--- config.mk ---
export PLATFORM = sky130hd
export DESIGN_NAME = servo_ramp_trigger_controller_unit
export DESIGN_NICKNAME = d
export VERILOG_FILES = /design/src/hdl/srtc_pkg.sv /design/src/hdl/servo_ramp_trigger_controller_unit.sv /design/src/hdl/srtc_useq.sv /design/src/hdl/srtc_ramp.sv /design/src/hdl/srtc_dpath.sv
export SDC_FILE = /design/constraint.sdc
export NUM_CORES = 1
export LEC_CHECK = 0
export ABC_AREA = 0
export BUFFER_PORTS_ARGS = -buffer_cell sky130_fd_sc_hd__clkbuf_2
export CAP_MARGIN = 15
export CORE_MARGIN = 2
export CORE_UTILIZATION = 41
export DETAILED_ROUTE_END_ITERATION = 16
export GPL_TIMING_DRIVEN = 0
export SLEW_MARGIN = 20
export SYNTH_ARGS = -nofsm -noshare
export SYNTH_HDL_FRONTEND = slang
export SYNTH_HIERARCHICAL = 1
export SYNTH_SLANG_ARGS = --single-unit
export TNS_END_PERCENT = 10
--- constraint.sdc ---
create_clock -name clock -period 8.4 [get_ports clock]
set_input_delay 1.68 -clock clock [delete_from_list [all_inputs] [get_ports clock]]
set_output_delay 1.68 -clock clock [all_outputs]
set_load 0.01 [all_outputs]
--- src/hdl/srtc_pkg.sv ---
`default_nettype none
package srtc_pkg;

   // Full-scale position value; every divide in the datapath is by it.
   localparam int unsigned FULL_SCALE = 65535;

   localparam int unsigned POS_W   = 16;
   localparam int unsigned STEP_W  = 4;
   localparam int unsigned DELTA_W = 15;
   localparam int unsigned US_W    = 11;
   localparam int unsigned PULSE_W = 12;
   localparam int unsigned PROD_W  = 27;
   localparam int unsigned CODE_W  = 3;

   // Configuration register indexes.
   localparam logic [7:0] CSR_BISTABLE_MODE      = 8'd0;
   localparam logic [7:0] CSR_TRIGGER_ACTIVE_LOW = 8'd1;
   localparam logic [7:0] CSR_MIN_PULSE_US       = 8'd2;
   localparam logic [7:0] CSR_PULSE_SPAN_US      = 8'd3;

   localparam logic [US_W-1:0] MIN_PULSE_RESET  = 11'd1000;
   localparam logic [US_W-1:0] PULSE_SPAN_RESET = 11'd1000;

   // Step size per travel-time segment; entry i+1 is the interpolation target.
   localparam logic [DELTA_W-1:0] STEP_TABLE [17] = '{
      15'd131,  15'd164,  15'd218,  15'd262,  15'd328,  15'd437,  15'd524,  15'd655,
      15'd749,  15'd874,  15'd1049, 15'd1311, 15'd1748, 15'd2621, 15'd5243, 15'd13107,
      15'd26214
   };

   // Ramp position codes as they appear on the result channel.
   localparam logic [CODE_W-1:0] RAMP_CODE_IDLE  = 3'd0;
   localparam logic [CODE_W-1:0] RAMP_CODE_ATOB  = 3'd1;
   localparam logic [CODE_W-1:0] RAMP_CODE_ATTOP = 3'd2;
   localparam logic [CODE_W-1:0] RAMP_CODE_BTOA  = 3'd3;
   localparam logic [CODE_W-1:0] RAMP_CODE_WAIT  = 3'd4;

   typedef enum logic [2:0] {
      MUL_NONE  = 3'd0,
      MUL_GAP   = 3'd1,
      MUL_DIFF  = 3'd2,
      MUL_POSA  = 3'd3,
      MUL_PHASE = 3'd4
   } mul_src_type;

   typedef enum logic [1:0] {
      DIV_NONE = 2'd0,
      DIV_RNG  = 2'd1,
      DIV_OFF  = 2'd2,
      DIV_RES  = 2'd3
   } div_dst_type;

   typedef enum logic [1:0] {
      JUMP_NEXT = 2'd0,
      JUMP_IN   = 2'd1,
      JUMP_OUT  = 2'd2
   } jump_type;

   typedef struct packed {
      logic              take_in;
      mul_src_type       mul_src;
      div_dst_type       div_dst;
      logic              do_diff;
      logic              do_delta;
      logic              do_ramp;
      logic              do_out;
      jump_type          jump;
      logic [STEP_W-1:0] target;
   } ctrl_type;

   typedef struct packed {
      logic in_fire;
      logic out_free;
   } seq_status_type;

   typedef struct packed {
      logic            bistable_mode;
      logic            trigger_active_low;
      logic [US_W-1:0] min_pulse_us;
      logic [US_W-1:0] pulse_span_us;
   } cfg_type;

endpackage
`default_nettype wire

--- src/hdl/servo_ramp_trigger_controller_unit.sv ---
`default_nettype none
// Servo ramp trigger controller. Each beat on the req_ channel is one servo
// period tick: positions A and B, a travel-time setting and the raw trigger
// pin. The block qualifies the trigger, steps the ramp state machine and its
// phasor, scales the phasor between A and B and returns one beat on rsp_
// with the pulse width, the ramp state and the phasor after the tick.
// Configuration registers (mode, trigger polarity, minimum pulse, pulse span)
// are written on the csr_ channel, ready whenever reset is low; the user must
// write them only while no tick is in flight, which the block leaves unchecked.
// A tick runs as an eleven-step microprogram: accept, step interpolation
// (multiply, add), ramp update, then three multiply/divide-by-65535 pairs on
// one shared 16x11 multiplier and a shift-and-correct divider, and a final
// add. A new tick is accepted only after the previous one has passed its
// final step, as the steps share the multiplier and the divider.
// The result sits in an output register, so the next tick is accepted while
// it waits. A stalled rsp_ only holds the sequencer at its final step.
// Reset is synchronous and active high: it clears the sequencer, the output
// valid, the ramp to idle with phasor zero and rising direction, and loads
// the register defaults (bistable, active low, 1000 us, 1000 us). Both input
// channels hold ready low while reset is high.
module servo_ramp_trigger_controller_unit (
   input  wire         clock,
   input  wire         reset,
   input  wire         req_tvalid,
   output logic        req_tready,
   // [15:0] pos_a, [31:16] pos_b, [47:32] travel_time, [48] trigger_pin, rest zero
   input  wire  [55:0] req_tdata,
   output logic        rsp_tvalid,
   input  wire         rsp_tready,
   // [11:0] pulse_us, [14:12] ramp_state, [30:15] phase, [31] zero
   output logic [31:0] rsp_tdata,
   input  wire         csr_valid,
   output logic        csr_ready,
   input  wire  [7:0]  csr_index,
   input  wire  [10:0] csr_data
);
   import srtc_pkg::*;

   cfg_type            cfg_ff;
   ctrl_type           ctrl;
   seq_status_type     status;
   logic               in_fire;
   logic               act;
   logic [DELTA_W-1:0] delta;
   logic [CODE_W-1:0]  state_code;
   logic [POS_W-1:0]   phase;
   logic               out_free;
   logic [PULSE_W-1:0] rsp_pulse_us;
   logic [CODE_W-1:0]  rsp_ramp_state;
   logic [POS_W-1:0]   rsp_phase;

   assign csr_ready = !reset;

   always_ff @(posedge clock) begin
      if (reset) begin
         cfg_ff.bistable_mode      <= 1'b1;
         cfg_ff.trigger_active_low <= 1'b1;
         cfg_ff.min_pulse_us       <= MIN_PULSE_RESET;
         cfg_ff.pulse_span_us      <= PULSE_SPAN_RESET;
      end else if (csr_valid && csr_ready) begin
         case (csr_index)
            CSR_BISTABLE_MODE:      cfg_ff.bistable_mode      <= csr_data[0];
            CSR_TRIGGER_ACTIVE_LOW: cfg_ff.trigger_active_low <= csr_data[0];
            CSR_MIN_PULSE_US:       cfg_ff.min_pulse_us       <= csr_data;
            CSR_PULSE_SPAN_US:      cfg_ff.pulse_span_us      <= csr_data;
            default: begin
            end
         endcase
      end
   end

   assign req_tready      = ctrl.take_in && !reset;
   assign in_fire         = req_tvalid && req_tready;
   assign status.in_fire  = in_fire;
   assign status.out_free = out_free;

   srtc_useq u_useq (
      .clock  (clock),
      .reset  (reset),
      .status (status),
      .ctrl   (ctrl)
   );

   srtc_ramp u_ramp (
      .clock      (clock),
      .reset      (reset),
      .ctrl       (ctrl),
      .cfg        (cfg_ff),
      .act        (act),
      .delta      (delta),
      .state_code (state_code),
      .phase      (phase)
   );

   srtc_dpath u_dpath (
      .clock          (clock),
      .reset          (reset),
      .ctrl           (ctrl),
      .cfg            (cfg_ff),
      .in_fire        (in_fire),
      .pos_a          (req_tdata[15:0]),
      .pos_b          (req_tdata[31:16]),
      .travel_time    (req_tdata[47:32]),
      .trigger_pin    (req_tdata[48]),
      .state_code     (state_code),
      .phase          (phase),
      .rsp_ready      (rsp_tready),
      .act            (act),
      .delta          (delta),
      .out_free       (out_free),
      .rsp_valid      (rsp_tvalid),
      .rsp_pulse_us   (rsp_pulse_us),
      .rsp_ramp_state (rsp_ramp_state),
      .rsp_phase      (rsp_phase)
   );

   assign rsp_tdata = {1'b0, rsp_phase, rsp_ramp_state, rsp_pulse_us};

endmodule
`default_nettype wire

--- src/hdl/srtc_useq.sv ---
`default_nettype none
module srtc_useq (
   input  wire                      clock,
   input  wire                      reset,
   input  srtc_pkg::seq_status_type status,
   output srtc_pkg::ctrl_type       ctrl
);
   import srtc_pkg::*;

   localparam logic [STEP_W-1:0] STEP_WAIT  = 4'd0;
   localparam logic [STEP_W-1:0] STEP_GAP   = 4'd1;
   localparam logic [STEP_W-1:0] STEP_DELTA = 4'd2;
   localparam logic [STEP_W-1:0] STEP_RAMP  = 4'd3;
   localparam logic [STEP_W-1:0] STEP_MRNG  = 4'd4;
   localparam logic [STEP_W-1:0] STEP_DRNG  = 4'd5;
   localparam logic [STEP_W-1:0] STEP_MOFF  = 4'd6;
   localparam logic [STEP_W-1:0] STEP_DOFF  = 4'd7;
   localparam logic [STEP_W-1:0] STEP_MRES  = 4'd8;
   localparam logic [STEP_W-1:0] STEP_DRES  = 4'd9;
   localparam logic [STEP_W-1:0] STEP_OUT   = 4'd10;

   localparam ctrl_type CTRL_NOP = '{
      take_in:  1'b0,
      mul_src:  MUL_NONE,
      div_dst:  DIV_NONE,
      do_diff:  1'b0,
      do_delta: 1'b0,
      do_ramp:  1'b0,
      do_out:   1'b0,
      jump:     JUMP_NEXT,
      target:   STEP_WAIT
   };

   // The control store: one word per step.
   function automatic ctrl_type program_word(input logic [STEP_W-1:0] step);
      ctrl_type w;
      w = CTRL_NOP;
      case (step)
         STEP_WAIT: begin
            w.take_in = 1'b1;
            w.jump    = JUMP_IN;
            w.target  = STEP_GAP;
         end
         STEP_GAP: begin
            w.mul_src = MUL_GAP;
            w.do_diff = 1'b1;
         end
         STEP_DELTA: w.do_delta = 1'b1;
         STEP_RAMP:  w.do_ramp  = 1'b1;
         STEP_MRNG:  w.mul_src  = MUL_DIFF;
         STEP_DRNG:  w.div_dst  = DIV_RNG;
         STEP_MOFF:  w.mul_src  = MUL_POSA;
         STEP_DOFF:  w.div_dst  = DIV_OFF;
         STEP_MRES:  w.mul_src  = MUL_PHASE;
         STEP_DRES:  w.div_dst  = DIV_RES;
         STEP_OUT: begin
            w.do_out = 1'b1;
            w.jump   = JUMP_OUT;
            w.target = STEP_WAIT;
         end
         default: begin
            w.jump   = JUMP_OUT;
            w.target = STEP_WAIT;
         end
      endcase
      return w;
   endfunction

   logic [STEP_W-1:0] step_ff;
   logic [STEP_W-1:0] step_in;

   assign ctrl = program_word(step_ff);

   always_comb begin
      case (ctrl.jump)
         JUMP_NEXT: step_in = step_ff + 4'd1;
         JUMP_IN:   step_in = status.in_fire ? ctrl.target : step_ff;
         JUMP_OUT:  step_in = status.out_free ? ctrl.target : step_ff;
         default:   step_in = STEP_WAIT;
      endcase
   end

   always_ff @(posedge clock) begin
      if (reset) begin
         step_ff <= STEP_WAIT;
      end else begin
         step_ff <= step_in;
      end
   end

endmodule
`default_nettype wire

--- src/hdl/srtc_ramp.sv ---
`default_nettype none
module srtc_ramp (
   input  wire                             clock,
   input  wire                             reset,
   input  srtc_pkg::ctrl_type              ctrl,
   input  srtc_pkg::cfg_type               cfg,
   input  wire                             act,
   input  wire [srtc_pkg::DELTA_W-1:0]     delta,
   output logic [srtc_pkg::CODE_W-1:0]     state_code,
   output logic [srtc_pkg::POS_W-1:0]      phase
);
   import srtc_pkg::*;

   typedef enum logic [4:0] {
      RS_IDLE  = 5'b00001,
      RS_ATOB  = 5'b00010,
      RS_ATTOP = 5'b00100,
      RS_BTOA  = 5'b01000,
      RS_WAIT  = 5'b10000
   } ramp_state_type;

   ramp_state_type     state_ff;
   ramp_state_type     state_in;
   logic [POS_W-1:0]   phasor_ff;
   logic [POS_W-1:0]   phasor_in;
   logic               rising_ff;
   logic               rising_in;

   logic               dir;
   logic [POS_W:0]     up_sum;
   logic [POS_W:0]     down_sum;
   logic [POS_W-1:0]   adv_phase;
   logic               hit;

   // In follow mode a trigger change flips the direction before the move.
   always_comb begin
      dir = rising_ff;
      if (cfg.bistable_mode) begin
         if (state_ff == RS_ATOB && !act) begin
            dir = 1'b0;
         end else if (state_ff == RS_BTOA && act) begin
            dir = 1'b1;
         end
      end
   end

   assign up_sum   = {1'b0, phasor_ff} + {2'b00, delta};
   assign down_sum = {1'b0, phasor_ff} - {2'b00, delta};

   always_comb begin
      if (dir) begin
         hit       = up_sum[POS_W];
         adv_phase = up_sum[POS_W] ? {POS_W{1'b1}} : up_sum[POS_W-1:0];
      end else begin
         hit       = down_sum[POS_W];
         adv_phase = down_sum[POS_W] ? {POS_W{1'b0}} : down_sum[POS_W-1:0];
      end
   end

   always_comb begin
      state_in  = state_ff;
      phasor_in = phasor_ff;
      rising_in = rising_ff;
      if (cfg.bistable_mode) begin
         case (state_ff)
            RS_IDLE: begin
               if (act) begin
                  state_in  = RS_ATOB;
                  rising_in = 1'b1;
               end
            end
            RS_ATOB: begin
               if (!act) begin
                  state_in  = RS_BTOA;
                  rising_in = 1'b0;
               end
               phasor_in = adv_phase;
               // An end hit always sets the at-top state, even when heading back down.
               if (hit) begin
                  state_in = RS_ATTOP;
               end
            end
            RS_ATTOP: begin
               if (!act) begin
                  state_in  = RS_BTOA;
                  rising_in = 1'b0;
               end
            end
            RS_BTOA: begin
               if (act) begin
                  state_in  = RS_ATOB;
                  rising_in = 1'b1;
               end
               phasor_in = adv_phase;
               if (hit) begin
                  state_in = RS_IDLE;
               end
            end
            default: state_in = RS_IDLE;
         endcase
      end else begin
         case (state_ff)
            RS_IDLE: begin
               if (act) begin
                  state_in  = RS_ATOB;
                  rising_in = 1'b1;
               end
            end
            RS_ATOB: begin
               phasor_in = adv_phase;
               if (hit) begin
                  state_in  = RS_BTOA;
                  rising_in = 1'b0;
               end
            end
            RS_ATTOP: begin
               state_in  = RS_BTOA;
               rising_in = 1'b0;
            end
            RS_BTOA: begin
               phasor_in = adv_phase;
               if (hit) begin
                  state_in = RS_WAIT;
               end
            end
            RS_WAIT: begin
               if (!act) begin
                  state_in = RS_IDLE;
               end
            end
            default: state_in = RS_IDLE;
         endcase
      end
   end

   always_ff @(posedge clock) begin
      if (reset) begin
         state_ff  <= RS_IDLE;
         phasor_ff <= '0;
         rising_ff <= 1'b1;
      end else if (ctrl.do_ramp) begin
         state_ff  <= state_in;
         phasor_ff <= phasor_in;
         rising_ff <= rising_in;
      end
   end

   always_comb begin
      case (state_ff)
         RS_IDLE:  state_code = RAMP_CODE_IDLE;
         RS_ATOB:  state_code = RAMP_CODE_ATOB;
         RS_ATTOP: state_code = RAMP_CODE_ATTOP;
         RS_BTOA:  state_code = RAMP_CODE_BTOA;
         RS_WAIT:  state_code = RAMP_CODE_WAIT;
         default:  state_code = RAMP_CODE_IDLE;
      endcase
   end

   assign phase = phasor_ff;

endmodule
`default_nettype wire

--- src/hdl/srtc_dpath.sv ---
`default_nettype none
module srtc_dpath (
   input  wire                           clock,
   input  wire                           reset,
   input  srtc_pkg::ctrl_type            ctrl,
   input  srtc_pkg::cfg_type             cfg,
   input  wire                           in_fire,
   input  wire [srtc_pkg::POS_W-1:0]     pos_a,
   input  wire [srtc_pkg::POS_W-1:0]     pos_b,
   input  wire [srtc_pkg::POS_W-1:0]     travel_time,
   input  wire                           trigger_pin,
   input  wire [srtc_pkg::CODE_W-1:0]    state_code,
   input  wire [srtc_pkg::POS_W-1:0]     phase,
   input  wire                           rsp_ready,
   output logic                          act,
   output logic [srtc_pkg::DELTA_W-1:0]  delta,
   output logic                          out_free,
   output logic                          rsp_valid,
   output logic [srtc_pkg::PULSE_W-1:0]  rsp_pulse_us,
   output logic [srtc_pkg::CODE_W-1:0]   rsp_ramp_state,
   output logic [srtc_pkg::POS_W-1:0]    rsp_phase
);
   import srtc_pkg::*;

   logic [POS_W-1:0]   pos_a_ff;
   logic [POS_W-1:0]   pos_b_ff;
   logic [POS_W-1:0]   travel_ff;
   logic               pin_ff;
   logic [POS_W-1:0]   diff_mag_ff;
   logic               diff_neg_ff;
   logic [PROD_W-1:0]  prod_ff;
   logic [PROD_W-1:0]  prod_in;
   logic               prod_neg_ff;
   logic               prod_neg_in;
   logic [DELTA_W-1:0] delta_ff;
   logic [US_W-1:0]    rng_mag_ff;
   logic               rng_neg_ff;
   logic [US_W-1:0]    off_ff;
   logic [PULSE_W-1:0] part_ff;

   logic [3:0]         seg;
   logic [3:0]         frac;
   logic [DELTA_W-1:0] base;
   logic [DELTA_W-1:0] seg_span;
   logic [POS_W-1:0]   op_a;
   logic [US_W-1:0]    op_b;
   logic [US_W-1:0]    quo_hi;
   logic [POS_W:0]     rem_est;
   logic [US_W-1:0]    quo;
   logic [PULSE_W-1:0] part_in;
   logic [PULSE_W:0]   pulse_sum;
   logic               out_fire;

   assign act   = pin_ff ^ cfg.trigger_active_low;
   assign delta = delta_ff;

   assign seg      = travel_ff[15:12];
   assign frac     = travel_ff[11:8];
   assign base     = STEP_TABLE[{1'b0, seg}];
   assign seg_span = STEP_TABLE[{1'b0, seg} + 5'd1] - base;

   always_comb begin
      op_a        = '0;
      op_b        = '0;
      prod_neg_in = 1'b0;
      case (ctrl.mul_src)
         MUL_GAP: begin
            op_a = {5'b0, seg_span[DELTA_W-1:4]};
            op_b = {7'b0, frac};
         end
         MUL_DIFF: begin
            op_a        = diff_mag_ff;
            op_b        = cfg.pulse_span_us;
            prod_neg_in = diff_neg_ff;
         end
         MUL_POSA: begin
            op_a = pos_a_ff;
            op_b = cfg.pulse_span_us;
         end
         MUL_PHASE: begin
            op_a        = phase;
            op_b        = rng_mag_ff;
            prod_neg_in = rng_neg_ff;
         end
         default: begin
            op_a = '0;
            op_b = '0;
         end
      endcase
   end

   assign prod_in = PROD_W'(op_a) * PROD_W'(op_b);

   // Division by 65535: x>>16 is short by at most one, since the remainder
   // estimate (low half plus high half) stays below twice the divisor.
   assign quo_hi  = prod_ff[PROD_W-1:POS_W];
   assign rem_est = {1'b0, prod_ff[POS_W-1:0]} + {6'b0, quo_hi};
   assign quo     = quo_hi + US_W'(rem_est >= (POS_W+1)'(FULL_SCALE));

   assign part_in = prod_neg_ff ? (-{1'b0, quo}) : {1'b0, quo};

   assign pulse_sum = {2'b00, cfg.min_pulse_us} + {part_ff[PULSE_W-1], part_ff}
                    + {2'b00, off_ff};

   assign out_free = !rsp_valid || rsp_ready;
   assign out_fire = ctrl.do_out && out_free;

   always_ff @(posedge clock) begin
      if (in_fire) begin
         pos_a_ff  <= pos_a;
         pos_b_ff  <= pos_b;
         travel_ff <= travel_time;
         pin_ff    <= trigger_pin;
      end
      if (ctrl.do_diff) begin
         diff_neg_ff <= pos_b_ff < pos_a_ff;
         diff_mag_ff <= (pos_b_ff < pos_a_ff) ? (pos_a_ff - pos_b_ff) : (pos_b_ff - pos_a_ff);
      end
      if (ctrl.mul_src != MUL_NONE) begin
         prod_ff     <= prod_in;
         prod_neg_ff <= prod_neg_in;
      end
      if (ctrl.do_delta) begin
         delta_ff <= base + prod_ff[DELTA_W-1:0];
      end
      case (ctrl.div_dst)
         DIV_RNG: begin
            rng_mag_ff <= quo;
            rng_neg_ff <= prod_neg_ff;
         end
         DIV_OFF: off_ff  <= quo;
         DIV_RES: part_ff <= part_in;
         default: begin
         end
      endcase
      if (out_fire) begin
         rsp_pulse_us   <= pulse_sum[PULSE_W-1:0];
         rsp_ramp_state <= state_code;
         rsp_phase      <= phase;
      end
   end

   always_ff @(posedge clock) begin
      if (reset) begin
         rsp_valid <= 1'b0;
      end else if (out_fire) begin
         rsp_valid <= 1'b1;
      end else if (rsp_ready) begin
         rsp_valid <= 1'b0;
      end
   end

endmodule
`default_nettype wire

# Word-level counts from Yosys, hierarchy flattened
# Memory sizes are Yosys's and may differ from the RTL's.
# Index checks and enable logic that the tools add are counted.
[classes]
bitwise = 3
n_eq_ne = 34
mux = 46
n_reduce_logical = 29
order_cmp = 4
n_mul = 1
addsub = 13
[ops]
columns = ["op", "n"]
rows = [
  ["$mux W16", 4],
  ["$pmux W16 S4", 1],
  ["$mux W15", 4],
  ["$mux W5", 8],
  ["$pmux W11 S3", 1],
  ["$sub A16 B16 Y16", 2],
  ["$mul A16 B11 Y27", 1],
  ["$pmux W5 S5", 1],
  ["$pmux W3 S4", 2],
  ["$pmux W5 S4", 1],
  ["$add A16 B11 Y17", 1],
  ["$add A16 B15 Y17", 1],
  ["$ge A17 B16 Y1 const B", 1],
  ["$sub A16 B15 Y17", 1],
  ["$eq A4 B3 Y1 const B", 4],
  ["$eq A8 B2 Y1 const B", 2],
  ["$lt A16 B16 Y1", 1],
  ["$add A15 B15 Y15", 1],
  ["$mux W1", 15],
  ["$sub A15 B15 Y15", 1],
  ["$add A12 B11 Y12", 1],
  ["$add A12 B12 Y12", 1],
  ["$eq A4 B4 Y1 const B", 3],
  ["$ge A6 B6 Y1 const B", 2],
  ["other kinds (45)", 70],
]
[word_totals]
n_memories = 2
wordCells = 158
reg_bits = 226
mem_bits_ro = 960
out_inout_bits = 35
[mem_list]
columns = ["memory", "depth", "width", "read_ports", "rd_clocked_by_memory_dff", "write_ports", "line", "rtl"]
rows = [
  ["(name not given)", 32, 15, 1, 0, 0, "srtc_dpath.sv:59", "assign base = STEP_TABLE[{1'b0, seg}];"],
  ["(name not given)", 32, 15, 1, 0, 0, "srtc_dpath.sv:60", "assign seg_span = STEP_TABLE[{1'b0, seg} + 5'd1] - base;"],
]

# Longest topological paths before layout
# Gate-level depths: netlist of the first run.
[depth]
ltp_word = 9
depth_mapped = 39
mapped_depth_nobuf = 37

# Modules after synthesis
# The synthesis of the first run kept the hierarchy.
[modules_own_cells]
columns = ["module", "n_inst", "cells_per_inst", "area_per_inst_um2", "seq_area_each_um2"]
rows = [
  ["srtc_dpath", 1, 1660, 16329.4, 5034.8],
  ["srtc_ramp", 1, 378, 2693.8, 440.4],
  ["servo_ramp_trigger_controller_unit", 1, 101, 998.5, 480.5],
  ["srtc_useq", 1, 66, 513.0, 80.1],
]

# Worst setup path before layout of the first run
# Ideal clock, no wire load.
[synth_path]
path_kind = "reg-to-reg"
from = "reg u_dpath.travel_ff[12]"
to = "reg u_dpath.prod_ff[26], data pin"
period_less_slack_ps = 8333
t_arrival_ps = 8073
required_ps = 8140
path_stages_with_launch = 37
setup_time_ps = 260
path_slack_ps = 67
cell_sequence = "edfxtp_1 -> ha_1 -> ha_1 -> clkbuf_1 -> buf_1 -> o21ai_0 -> o311ai_0 -> nand2_1 -> ha_1 -> nand2_1 -> a311oi_2 -> o21ai_1 -> o211a_4 -> o21bai_4 -> nand4_1 -> and3b_1 -> o31ai_1 -> nand2_1 -> fa_1 -> inv_1 -> fa_1 -> inv_1 -> fa_1 -> inv_1 -> fa_1 -> inv_1 -> fa_1 -> inv_1 -> ha_1 -> and3_1 -> and3_1 -> a21oi_1 -> and3_1 -> o311ai_0 -> a31o_2 -> a21oi_1 -> xnor2_1"
[synth_between]
elab_chain_cells = 8
elab_cells_between_ends = 12
[synth_rtl]
columns = ["element", "line", "rtl"]
rows = [
  ["start, declared", "srtc_dpath.sv:27", "logic [POS_W-1:0] travel_ff;"],
  ["start signal, assigned", "srtc_dpath.sv:112", "travel_ff <= travel_time;"],
  ["$add A4 B1 Y5", "srtc_dpath.sv:60", ""],
  ["$not A5 Y6 (implied by the code)", "srtc_dpath.sv:60", ""],
  ["$mem_v2 Z32 W15", "n/a", ""],
  ["$mux W15 (implied by the code) (2 in series)", "srtc_dpath.sv:60", ""],
  ["$sub A15 B15 Y15 *", "srtc_dpath.sv:60", ""],
  ["$pmux W16 S4 *", "srtc_dpath.sv:66", "case (ctrl.mul_src)"],
  ["$mul A16 B11 Y27 *", "srtc_dpath.sv:92", "assign prod_in = PROD_W'(op_a) * PROD_W'(op_b);"],
  ["named net u_dpath.prod_in[26]", "srtc_dpath.sv:32", "logic [PROD_W-1:0] prod_in;"],
  ["end signal, assigned", "srtc_dpath.sv:120", "prod_ff <= prod_in;"],
  ["end, declared", "srtc_dpath.sv:31", "logic [PROD_W-1:0] prod_ff;"],
]
# The timed path passes the listed nets; every way through them passes the cells marked *. The select of a mux whose other input is x is not followed.
# A chain may end at the register's enable or synchronous reset.

# Worst setup path in the final report of the first run
[layout_path]
from = "reg u_dpath.travel_ff[12]"
to = "reg u_dpath.prod_ff[20], data pin"
# Same word-level chain as after synthesis.

==> metrics list, run 1 <==
- Run status: completed
- The worst register-to-register path begins at u_dpath/travel_ff[12]$_DFFE_PP_.
* Die outline area: 0.0518 sq mm
- Relative area change from synthesis to final layout: 15.6%
- In this run the worst path has a maximum fanout of 10.
- The congestion estimate from routability-driven global placement came to 0.912.
- The count of buffers added on input and output ports is 98.
* Initial cell density of the core: 41.7%
- Data required time at the worst endpoint: 8.74 ns
- Final Routed Wirelength: 58400 um
- LEAKAGE: 10.6 nW
- Synth warnings: 6
- For this run the aggregate overflow at the end of global routing stands at 0.
- Worst Reg2Reg Path Length in Cells: 37
* Core Box Area: 0.0492 sq mm
- Worst-path clk slew: 0.06 ns
- In this run the number of H-tree levels came out at 1.
- Setup skew after layout: 0.0367 ns
* Number of top-level pins: 115
* Post-Route Hold Slack: 0.469 ns
- IR drop worst, VDD: 0.174 mV
* Horizontal die dimension: 228 um
- Once detail routing completed, the nets flagged for antenna violations numbered 0.
- Synthesis produced a netlist with a net count of 2611.
- Clock latency on the worst-skew pair, taken at its later pin, is 0.61 ns.
- Final routed wire length divided by cell count: 19.2 um
- DR vias: 16515
- Setup repair after global routing missed its margin: true
* Worst setup path category: reg2reg
- The tree built by TritonCTS fans out to 218 sinks.
* Largest net degree at the start of global routing: 44
- For the pin with the worst max-slew slack, the measured transition is 1.15 ns.
- Slew margin rel.: 23.3%
- In this run the power density over the cells is 132 mW/mm^2.
- Half-perimeter wire length of the detailed placement result: 46000 um
* Global routing usage summed across all routing layers: 22.8%
* Antenna violations before repair: 1
* Reg2reg end: u_dpath/prod_ff[20]$_DFFE_PP_
- DRT Pass-1 Iters: 6
- Max-cap violations in this run came to 0.
- STA classifies the critical path startpoint as a flip-flop.
- For the worst setup path, the data arrival time is 8.62 ns.
* Hold path cells: 2
- Number of CTS-inserted buffers: 30
* Number of vias per cell after detailed routing: 5.42
- Synthesis handed over a netlist of 2199 instances.
- Final hold vios: 0
- Among the stages of the critical path, the cell type that occurs most often is sky130_fd_sc_hd__fa_1.
- In the routed design, unresolved DRC markers number 0.
* Sum of internal, switching and leakage power: 3.13 mW
* Max frequency: 121 MHz
* Portion of the clock cycle consumed by the worst path in the final layout: 98.6%
- Setup slack on the worst reg-to-reg path comes out at 0.12 ns.
- The final count of pins violating max slew came to 0.
- The clock period could shrink to 8.28 ns.
- Avg Cell Area, Syn: 9.32 sq um
* Hold path startpoint: cfg_ff[11]$_SDFFE_PP0P_
- CTS placed an instance of sky130_fd_sc_hd__clkbuf_16 at the clock tree root.
- Iteration-0 DRC Markers: 1077
- The net count of the finished layout is 2774.
- CP endpoint kind: flip-flop
- The repair_antennas step left the layout with diodes totalling 0.
* Area of all placed cells without fillers: 0.0237 sq mm
* Slowest-stage cell, CP: sky130_fd_sc_hd__fa_1
- In this run the cell area of the synthesized design comes to 0.0205 sq mm.
- TritonCTS built the clock tree.
* Number of buffers on the longest clock path: 3
- The first global-routing pass estimated 91100 um of wire.
* Row cnt: 81
* Die H: 228 um
- The path class of the tightest hold or removal check is reg2reg.
- The path with the worst hold slack has its endpoint at cfg_ff[11]$_SDFFE_PP0P_.
- Setup violations remaining at the end of the flow were counted as 0.
- Biggest cell delay along the critical path: 0.56 ns
* Vias in the first global route: 16539
- Fraction of layout cells with a size suffix above 1: 14.2%
- Placed cell areas: 0.0218 sq mm
- Cts-stage hold buffer count: 0
## worst max-delay path, delay by kind of cell, from the launching register on
family	cells	cell delay, ns
adders and majority gates	9	3.60
AOI/OAI and AO/OA	13	2.22
and+or+nand+nor	6	0.97
buffers and inverters	8	0.65
DFF	1	0.50
xor gates and xnor gates	1	0.08
## cell usage in the layout, fill, tap and decap left out, drive strengths merged, types with 18 or more instances in the layout
| cell type | n |
|---|---|
| xor2 | 34 |
| nor2 | 244 |
| or3 | 18 |
| buf | 61 |
| and2 | 19 |
| a21oi | 107 |
| nand3 | 36 |
| mux2i | 47 |
| edfxtp | 167 |
| dfxtp | 51 |
| fa | 143 |
| nor2b | 36 |
| nand2 | 190 |
| inv | 267 |
| xnor2 | 59 |
| nand2b | 35 |
| o21ai | 91 |
| o21a | 25 |
| nor3 | 36 |
| a211oi | 18 |
| clkbuf | 196 |
| a21o | 47 |
| ha | 189 |
## where the power goes
part,switching (mW),internal (mW),total [mW]
combinational,0.342,0.227,0.569
clock,0.504,0.828,1.33
sequential,0.0236,1.20,1.23
## state kept, by name, summed over array words and instances, names as in the netlist, 3 cells and up
signal,count
u_ramp/phase,16
u_dpath/part_ff,12
cfg_ff,24
u_useq/step_ff,4
u_ramp/state_ff,5
u_dpath/rsp_phase,16
u_dpath/diff_mag_ff,16
u_dpath/delta,15
u_dpath/rsp_ramp_state,3
u_dpath/pos_b_ff,16
u_dpath/travel_ff,8
u_dpath/rng_mag_ff,11
u_dpath/prod_ff,27
u_dpath/rsp_pulse_us,12
u_dpath/pos_a_ff,16
u_dpath/off_ff,11
## metrics by stage
step	std cells	TNS (ns)	worst slack [ns]	util, %
after floorplan	2199	0	0.0675	-
after global placement	2961	-10.16	-1.11	44.4
after detailed placement	2962	-11.27	-1.18	44.4
after CTS	3034	-0.00149	-0.00149	47.4
after global routing	3049	-0.751	-0.149	48.2
final	3049	0	0.120	48.2
## worst max path at each step
stage	startpoint	to	slack [ns]
6_report	u_dpath/travel_ff[12]$_DFFE_PP_	u_dpath/prod_ff[20]$_DFFE_PP_	0.12
5_1_grt	u_dpath/travel_ff[12]$_DFFE_PP_	u_dpath/prod_ff[21]$_DFFE_PP_	-0.15
4_1_cts	u_dpath/travel_ff[12]$_DFFE_PP_	u_dpath/prod_ff[26]$_DFFE_PP_	-0.001
3_5_place_dp	u_dpath/travel_ff[12]$_DFFE_PP_	u_dpath/prod_ff[26]$_DFFE_PP_	-1.18
3_3_place_gp	u_dpath/travel_ff[12]$_DFFE_PP_	u_dpath/prod_ff[26]$_DFFE_PP_	-1.11
2_1_floorplan	u_dpath/travel_ff[12]$_DFFE_PP_	u_dpath/prod_ff[26]$_DFFE_PP_	0.07
## layer usage
layer  track usage (%)  wire [um]  vias up
li1                  -          -     7908
met1              28.9      25400     8016
met2              39.5      27800      460
met3              3.32       2920      129
met4              7.91       2280        2
met5                 0          8        -
## layout make-up
type                       instances  area, sq um
fill                            4571        25500
multi-input combinational       1625        13500
sequential                       218         6040
inverter                         268         1020
tap                              664          831
clock buffer                      38          801
timing repair buffer             131          758
buffer                            88          458
clock inverter                    17          246
## timing repair
| item | in CTS | in global routing |
|---|---|---|
| setup endpoints to repair | 16 | 11 |
| setup buffers | 17 | 14 |
| pin swaps | 15 | 51 |
| resized for setup | 53 | 79 |
Note: power is estimated with default switching activity, not from simulation.
==> run 2, diff against run 1 <==
--- a/config.mk
+++ b/config.mk
@@ -5,7 +5,7 @@
 export SDC_FILE = /design/constraint.sdc
 export NUM_CORES = 1
 export LEC_CHECK = 0
-export ABC_AREA = 0
+export ABC_AREA = 1
 export BUFFER_PORTS_ARGS = -buffer_cell sky130_fd_sc_hd__clkbuf_2
 export CAP_MARGIN = 15
 export CORE_MARGIN = 2
==> run 2 against run 1 <==
  * Setup slack better by 0.23 ns
  * Sequential share of layout area up 0.27 points
  * Area after synthesis up 2.2%
  * Fmax up 2.8%
  * Critical path depth down 3
  * Clock power down 13%
  * Count of clock-buffer cells in the layout down 6
  * Combinational power up 100%
  * Sequential cell count unchanged
  * Cell area down 1.1%
==> metrics list, run 2 <==
- The first routing iteration left 1174 violations.
* Final Max Tran Viols: 0
- The filler cells instantiated in the layout total 4997.
* Slew margin rel.: 24.4%
* Avg Cell Area, Syn: 8.16 sq um
- Placed Instances: 3340
* Net switching component of the power: 1.32 mW
* Final ANT Viol Nets: 0
- Power spread over the standard cell area amounts to 157 mW/mm^2.
- The number of antenna diodes in the final layout is 0.
- Number of vias per cell after detailed routing: 5.13
- Final routed wire length divided by cell count: 17.2 um
- Across the run, the number of max-cap violations was 0.
- Cells with a size suffix above 1 make up 12.5% of the layout.
* Final setup violating endpoints: 0
* Power share of the sequential group: 37.1%
- Setup repair after global routing missed its margin: true
- Classification of the worst-slack hold path: reg2reg
- The root buffer cell chosen for the clock tree is sky130_fd_sc_hd__clkbuf_16.
- The first global-routing pass estimated 92300 um of wire.
- Top flop regs: u_dpath/prod_ff: 27 flops, cfg_ff: 24 flops
* Die outline area: 0.0529 sq mm
- Cells fill 46.6% of the core in the end.
- DRT Pass-1 Iters: 6
* Gpl congestion: 0.931
- Data on the critical path arrives at its endpoint at 8.33 ns.
- For this run, the post-layout net count is 3111.
* Row cnt: 82
* Biggest cell delay along the critical path: 0.57 ns
* DR vias: 17379
- Worst slack at placement: -0.206 ns
* Largest net degree at the start of global routing: 29
- The number of nets in the synthesized netlist is 2980.
- The largest individual stage delay along the critical path comes from the cell sky130_fd_sc_hd__fa_1.
* Highest-count cells in the layout ignoring fill and taps: 534 x sky130_fd_sc_hd__nand2_1, 435 x sky130_fd_sc_hd__inv_1, 234 x sky130_fd_sc_hd__nor2_1, 188 x sky130_fd_sc_hd__a21oi_1, 185 x sky130_fd_sc_hd__ha_1
- The setup check on the worst reg-to-reg path leaves a slack of 0.35 ns.
* CTS H-tree lvls: 1
- The clock arrives with 0.0185 ns of skew.
* Met1 wire length: 26100 um
- Startpoint type of the worst setup path: flip-flop
- u_dpath/prod_ff holds more flip-flops than any other register.
* Finished Layout Cells: 3391
* Data required time at the worst endpoint: 8.68 ns
- Sum of internal, switching and leakage power: 3.67 mW
* Final Routed Wirelength: 58200 um
* Synth warnings: 6
* CP endpoint kind: flip-flop
* Critical path peak fanout: 10
- For the worst-skew pair, the clock arrives at the later sink with an insertion delay of 0.56 ns.
* Sum of met2 wire segment lengths after detailed routing: 27800 um
* DRC violations left: 0
- Half-perimeter wire length of the detailed placement result: 48200 um
* Core Box Area: 0.0503 sq mm
- Number of top-level pins: 115
* Initial cell density of the core: 41.7%
- LEAKAGE: 11.6 nW
* Die H: 230 um
- Time the worst path needs with I/O delays and setup: 8.05 ns
- Number of flip-flops under the largest register name: 27
- Buffers inserted during clock tree synthesis total 26.
- In the global route stage, overall resource usage came out at 22.0%.
- Relative area change from synthesis to final layout: 11.9%
* Worst setup margin: 0.346 ns
* I/O Buffers: 98
- The floorplan step set the die width to 230 um.
* Most common cell after layout, fill and taps aside: sky130_fd_sc_hd__nand2_1
- After clock tree synthesis, the clock-pin slew on the worst setup and hold paths is 0.06 ns.
* Netlist Area Pre-Place: 0.0210 sq mm
- Timing would allow up to 124 MHz.
* Vias in the first global route: 16981
* Final hold vios: 0
- Cts-stage hold buffer count: 0
* Crit path top cell by count: sky130_fd_sc_hd__nand2_1
- TritonCTS built the clock tree.
- The clock network burns 31.5% of the power.
- In the finished design, the share of the clock period the worst path needs comes to 95.9%.
* Uppermost layer routed: met4
- Across the VDD grid, the largest voltage drop is 0.138 mV.
* Number of clock sinks: 218
- In the synthesized netlist, the number of instances is 2568.
- Actual transition at the worst max-transition pin: 1.13 ns
- Global route overflow: 0
* Internal: 2.35 mW
- After detailed routing, the met3 layer carries 2890 um of wire.
* Antenna violations before repair: 1
- In this run the deepest clock path goes through 3 buffers.
- The flow ran to the end, and the final reports show no timing, DRC or antenna violations.
* Gate power share: 31.4%
- Net switching is 36.0% of the power.
- Worst setup path category: reg2reg
[run 2: path summary, 6_finish.rpt]
path         depth (start not counted)                             from                       endpoint
max                                 34  u_dpath/travel_ff[13]$_DFFE_PP_  u_dpath/prod_ff[26]$_DFFE_PP_
max reg2reg                         34  u_dpath/travel_ff[13]$_DFFE_PP_  u_dpath/prod_ff[26]$_DFFE_PP_
min                                  2          cfg_ff[22]$_SDFFE_PP1P_        cfg_ff[22]$_SDFFE_PP1P_
min reg2reg                          2          cfg_ff[22]$_SDFFE_PP1P_        cfg_ff[22]$_SDFFE_PP1P_
[run 2: power groups by stage]
stage	logic [mW]	clock network [mW]	registers (mW)
2_1_floorplan	0.800	0	1.35
3_3_place_gp	1.10	0	1.38
3_5_place_dp	1.11	0	1.38
4_1_cts	1.12	1.18	1.36
5_1_grt	1.29	1.22	1.37
6_report	1.15	1.16	1.36
[run 2: metal layers]
layer / track usage (%) / vias to the layer above
met1: 30.0 / 8290
met2: 37.2 / 451
li1: - / 8553
met5: 0 / -
met4: 5.69 / 0
met3: 2.50 / 85
[run 2: timing repair]
action / in CTS / in global routing
endpoints found under the hold margin: 0 / 0
setup buffers: 1 / 2
gates cloned: 0 / 0
pin swaps: 2 / 3
resized for setup: 9 / 35
setup endpoints to repair: 6 / 12
[run 2: stage by stage]
step	cell area, sq um	setup TNS [ns]	hold slack, ns
global placement	22300	-0.826	0.460
global route	23400	-0.116	0.505
CTS	23300	0	0.486
finish	23400	0	0.477
floorplan	21000	0	0.425
detailed placement	22300	-0.703	0.472
[run 2: critical path, delay by kind of cell (launching register included)]
kind            cells  cell delay, ns
fa+ha+maj           9            4.00
xor+xnor            1            0.21
buf+inv             5            0.41
compound gates      6            1.21
simple gates       13            1.50
flops               1            0.44
[run 2: area by class of cell]
class | count | area (sq um) | share of cell area [%]
inverter | 470 | 1780 | 7.58
timing repair buffer | 103 | 556 | 2.37
clock inverter | 16 | 166 | 0.710
tap | 672 | 841 | 3.59
clock buffer | 32 | 724 | 3.09
multi-input combinational | 1829 | 13000 | 55.4
buffer | 51 | 348 | 1.48
sequential | 218 | 6040 | 25.8
==> run 3, diff against run 2 <==
==> constraint.sdc (replaced) <==
create_clock -name clock -period 7.3 [get_ports clock]
set_input_delay 1.46 -clock clock [delete_from_list [all_inputs] [get_ports clock]]
set_output_delay 1.46 -clock clock [all_outputs]
set_load 0.01 [all_outputs]
==> run 3 against run 2 <==
  * The run now ends with negative setup slack left
  * Register-to-register slack lost 0.59 ns
  * First-iteration DRC count shrank 1.4%
  * Clock power grew 15%
  * Critical endpoint unchanged
==> metrics list, run 3 (synthesis results as in run 2) <==
- DRT Pass-1 Iters: 6
- Relative area change from synthesis to final layout: 17.4%
- Worst setup path category: reg2reg
- Global routing usage summed across all routing layers: 22.4%
- The path class of the tightest hold or removal check is reg2reg.
- Time the worst path needs with I/O delays and setup: 7.55 ns
- Clock skew on the completed layout was measured at 0.0162 ns.
- The worst-case IR drop observed on VDD is 0.160 mV.
* Startpoint type of the worst setup path: flip-flop
- Slew margin rel.: 21.5%
* Clock share of power: 30.0%
* Biggest cell delay along the critical path: 0.54 ns
* Power share of the sequential group: 35.4%
* Cts-stage hold buffer count: 0
- In this run the critical register-to-register path is captured at u_dpath/prod_ff[26]$_DFFE_PP_.
* Placed Instances: 3340
- Clock tree synthesis inserted a total of 26 buffers.
* Arrival time at the worst endpoint: 7.82 ns
- CTS H-tree lvls: 1
- In the final routed layout, each cell accounts on average for 17.3 um.
- Number of antenna diodes: 0
* Total negative slack: -0.866 ns
- Setup violations remaining at the end of the flow were counted as 9.
- Critical path peak fanout: 7
- Counting instances, the worst hold path has a depth of 2.
- Worst-skew pair later-pin latency: 0.56 ns
- Worst slack at placement: -1.31 ns
- Number of clock sinks: 218
- The internal power of the cells totals 2.82 mW.
- The checks that failed: negative setup slack.
- Largest net degree at the start of global routing: 29
- Highest-count cells in the layout ignoring fill and taps: 512 x sky130_fd_sc_hd__nand2_1, 420 x sky130_fd_sc_hd__inv_1, 228 x sky130_fd_sc_hd__nor2_1, 167 x sky130_fd_sc_hd__edfxtp_1, 162 x sky130_fd_sc_hd__ha_1
* Number of flip-flops under the largest register name: 27
- Root Buffer: sky130_fd_sc_hd__clkbuf_16
- Max-cap violation count: 0
- Most common cell after layout, fill and taps aside: sky130_fd_sc_hd__nand2_1
- Global route overflow: 0
- The number of antenna violations at the first check in global routing was 1.
- The via count of the first global-routing pass was 17447.
- The count of nets left with antenna violations once routing finished came out at 0.
- Horizontal die dimension: 230 um
- The register with the most flip-flops in the final layout is u_dpath/prod_ff.
- The startpoint identified for the worst register-to-register timing path is u_dpath/travel_ff[12]$_DFFE_PP_.
- Iteration-0 DRC Markers: 1157
- Number of buffers on the longest clock path: 3
- The path with the worst hold slack has its endpoint at cfg_ff[22]$_SDFFE_PP1P_.
- Slowest-stage cell, CP: sky130_fd_sc_hd__fa_1
- The die covers 0.0529 sq mm.
- Gpl congestion: 0.931
- I/O Buffers: 98
- The first global-routing pass estimated 94200 um of wire.
- Setup slack on the worst reg-to-reg path comes out at -0.25 ns.
- For the worst setup path, the data required time is 7.57 ns.
* Top flop regs: u_dpath/prod_ff: 27 flops, cfg_ff: 24 flops
- Number of vias per cell after detailed routing: 5.15
* Portion of the clock cycle consumed by the worst path in the final layout: 103%
- The analysis attributes to net switching a power of 1.60 mW.
* Half-perimeter wire length of the detailed placement result: 48200 um
* Initial cell density of the core: 41.7%
- The final layout contains routed wiring with a total length of 59400 um.
- Counting cells, the worst reg-to-reg path comes to 36.
* Final hold vios: 0
- Detailed routing inserted a total of 17727 vias.
* CTS tree: yes
* Total power per unit cell area: 180 mW/mm^2
* Run status: complete, but fails checks
- For the pin with the worst max-slew slack, the measured transition is 1.18 ns.
- The worst setup path is captured at a flip-flop.
- The core region is 0.0503 sq mm.
* Hold path startpoint: cfg_ff[22]$_SDFFE_PP1P_
- Row cnt: 82
- At the end of the flow, the number of nets in the layout was 3159.
- Of the cells placed in the final design, the portion with a size suffix greater than 1 is 18.3%.
- LEAKAGE: 11.9 nW
- Die H: 230 um
* Number of top-level pins: 115
- Fin util: 48.9%
* Sw frac: 36.1%
- The finished layout holds 3439 standard cells, fillers aside.
* Setup repair after global routing missed its margin: true
* Worst-path clk slew: 0.06 ns
- Worst setup margin: -0.249 ns
* Gate power share: 34.5%
- For this run, design rule violations remaining after detail routing come to 0.
* Final Max Tran Viols: 0
- For this run, the top clock speed supported by timing is 132 MHz.
-- run 3: cell types whose count changed in the layout (fill, tap and decap cells not counted), sizes merged --
cell | before | now
buf | 40 | 88
clkinvlp | 1 | 3
inv | 471 | 469
-- run 3: layer usage --
layer  GRT usage, %  vias to the layer above  part of all wire (%)
li1               -                     8647                     -
met1           30.4                     8520                    44
met2           38.0                      472                    48
met3           2.10                       88                   5.1
met4           6.79                        0                   2.7
met5              0                        -                     0
-- run 3: worst max-delay path by stage --
stage                                                from                            end  slack (ns)  depth (start not counted)
after floorplan           u_dpath/travel_ff[12]$_DFFE_PP_  u_dpath/prod_ff[22]$_DFFE_PP_        0.01                         36
after global placement    u_dpath/travel_ff[12]$_DFFE_PP_  u_dpath/prod_ff[26]$_DFFE_PP_       -1.34                         35
after detailed placement  u_dpath/travel_ff[12]$_DFFE_PP_  u_dpath/prod_ff[26]$_DFFE_PP_       -1.31                         35
after CTS                 u_dpath/travel_ff[12]$_DFFE_PP_  u_dpath/prod_ff[26]$_DFFE_PP_       -0.23                         35
after global routing      u_dpath/travel_ff[12]$_DFFE_PP_  u_dpath/prod_ff[26]$_DFFE_PP_       -0.54                         36
final                     u_dpath/travel_ff[12]$_DFFE_PP_  u_dpath/prod_ff[26]$_DFFE_PP_       -0.25                         36
-- run 3: layout make-up --
type | instances | area [sq um]
buffer | 51 | 357
timing repair buffer | 151 | 931
multi-input combinational | 1829 | 13800
sequential | 218 | 6040
clock buffer | 32 | 724
tap | 672 | 841
inverter | 470 | 1790
clock inverter | 16 | 166
fill | 4873 | 25700
-- run 3: worst max-delay path: cells and delay by family, from the launching register on --
| family | cells | cell delay (ns) |
|---|---|---|
| simple gates | 14 | 1.50 |
| flops | 1 | 0.51 |
| xor+xnor | 1 | 0.21 |
| compound gates | 6 | 0.98 |
| fa+ha+maj | 9 | 3.60 |
| buf+inv | 6 | 0.47 |
-- run 3: stage by stage --
step           power (mW)  instance area [sq um]  hold slack (ns)
6_report             4.42                  24600            0.477
5_1_grt              4.67                  24600            0.505
4_1_cts              4.41                  24400            0.486
3_5_place_dp         2.87                  22300            0.472
3_3_place_gp         2.85                  22300            0.460
2_1_floorplan        2.48                  21000            0.425
-- run 3: repair_timing --
| action | CTS | global route |
|---|---|---|
| buffers inserted | 46 | 4 |
| resized for setup | 183 | 28 |
| setup endpoints to repair | 19 | 16 |
| hold endpoints to repair | 0 | 0 |
| pin swaps | 88 | 15 |
-- run 3: power by group through the flow --
stage | combinational, mW | sequential (mW) | clock, mW
floorplan | 0.921 | 1.56 | 0
global placement | 1.26 | 1.59 | 0
detailed placement | 1.28 | 1.59 | 0
CTS | 1.48 | 1.57 | 1.36
global route | 1.68 | 1.57 | 1.41
finish | 1.53 | 1.57 | 1.33
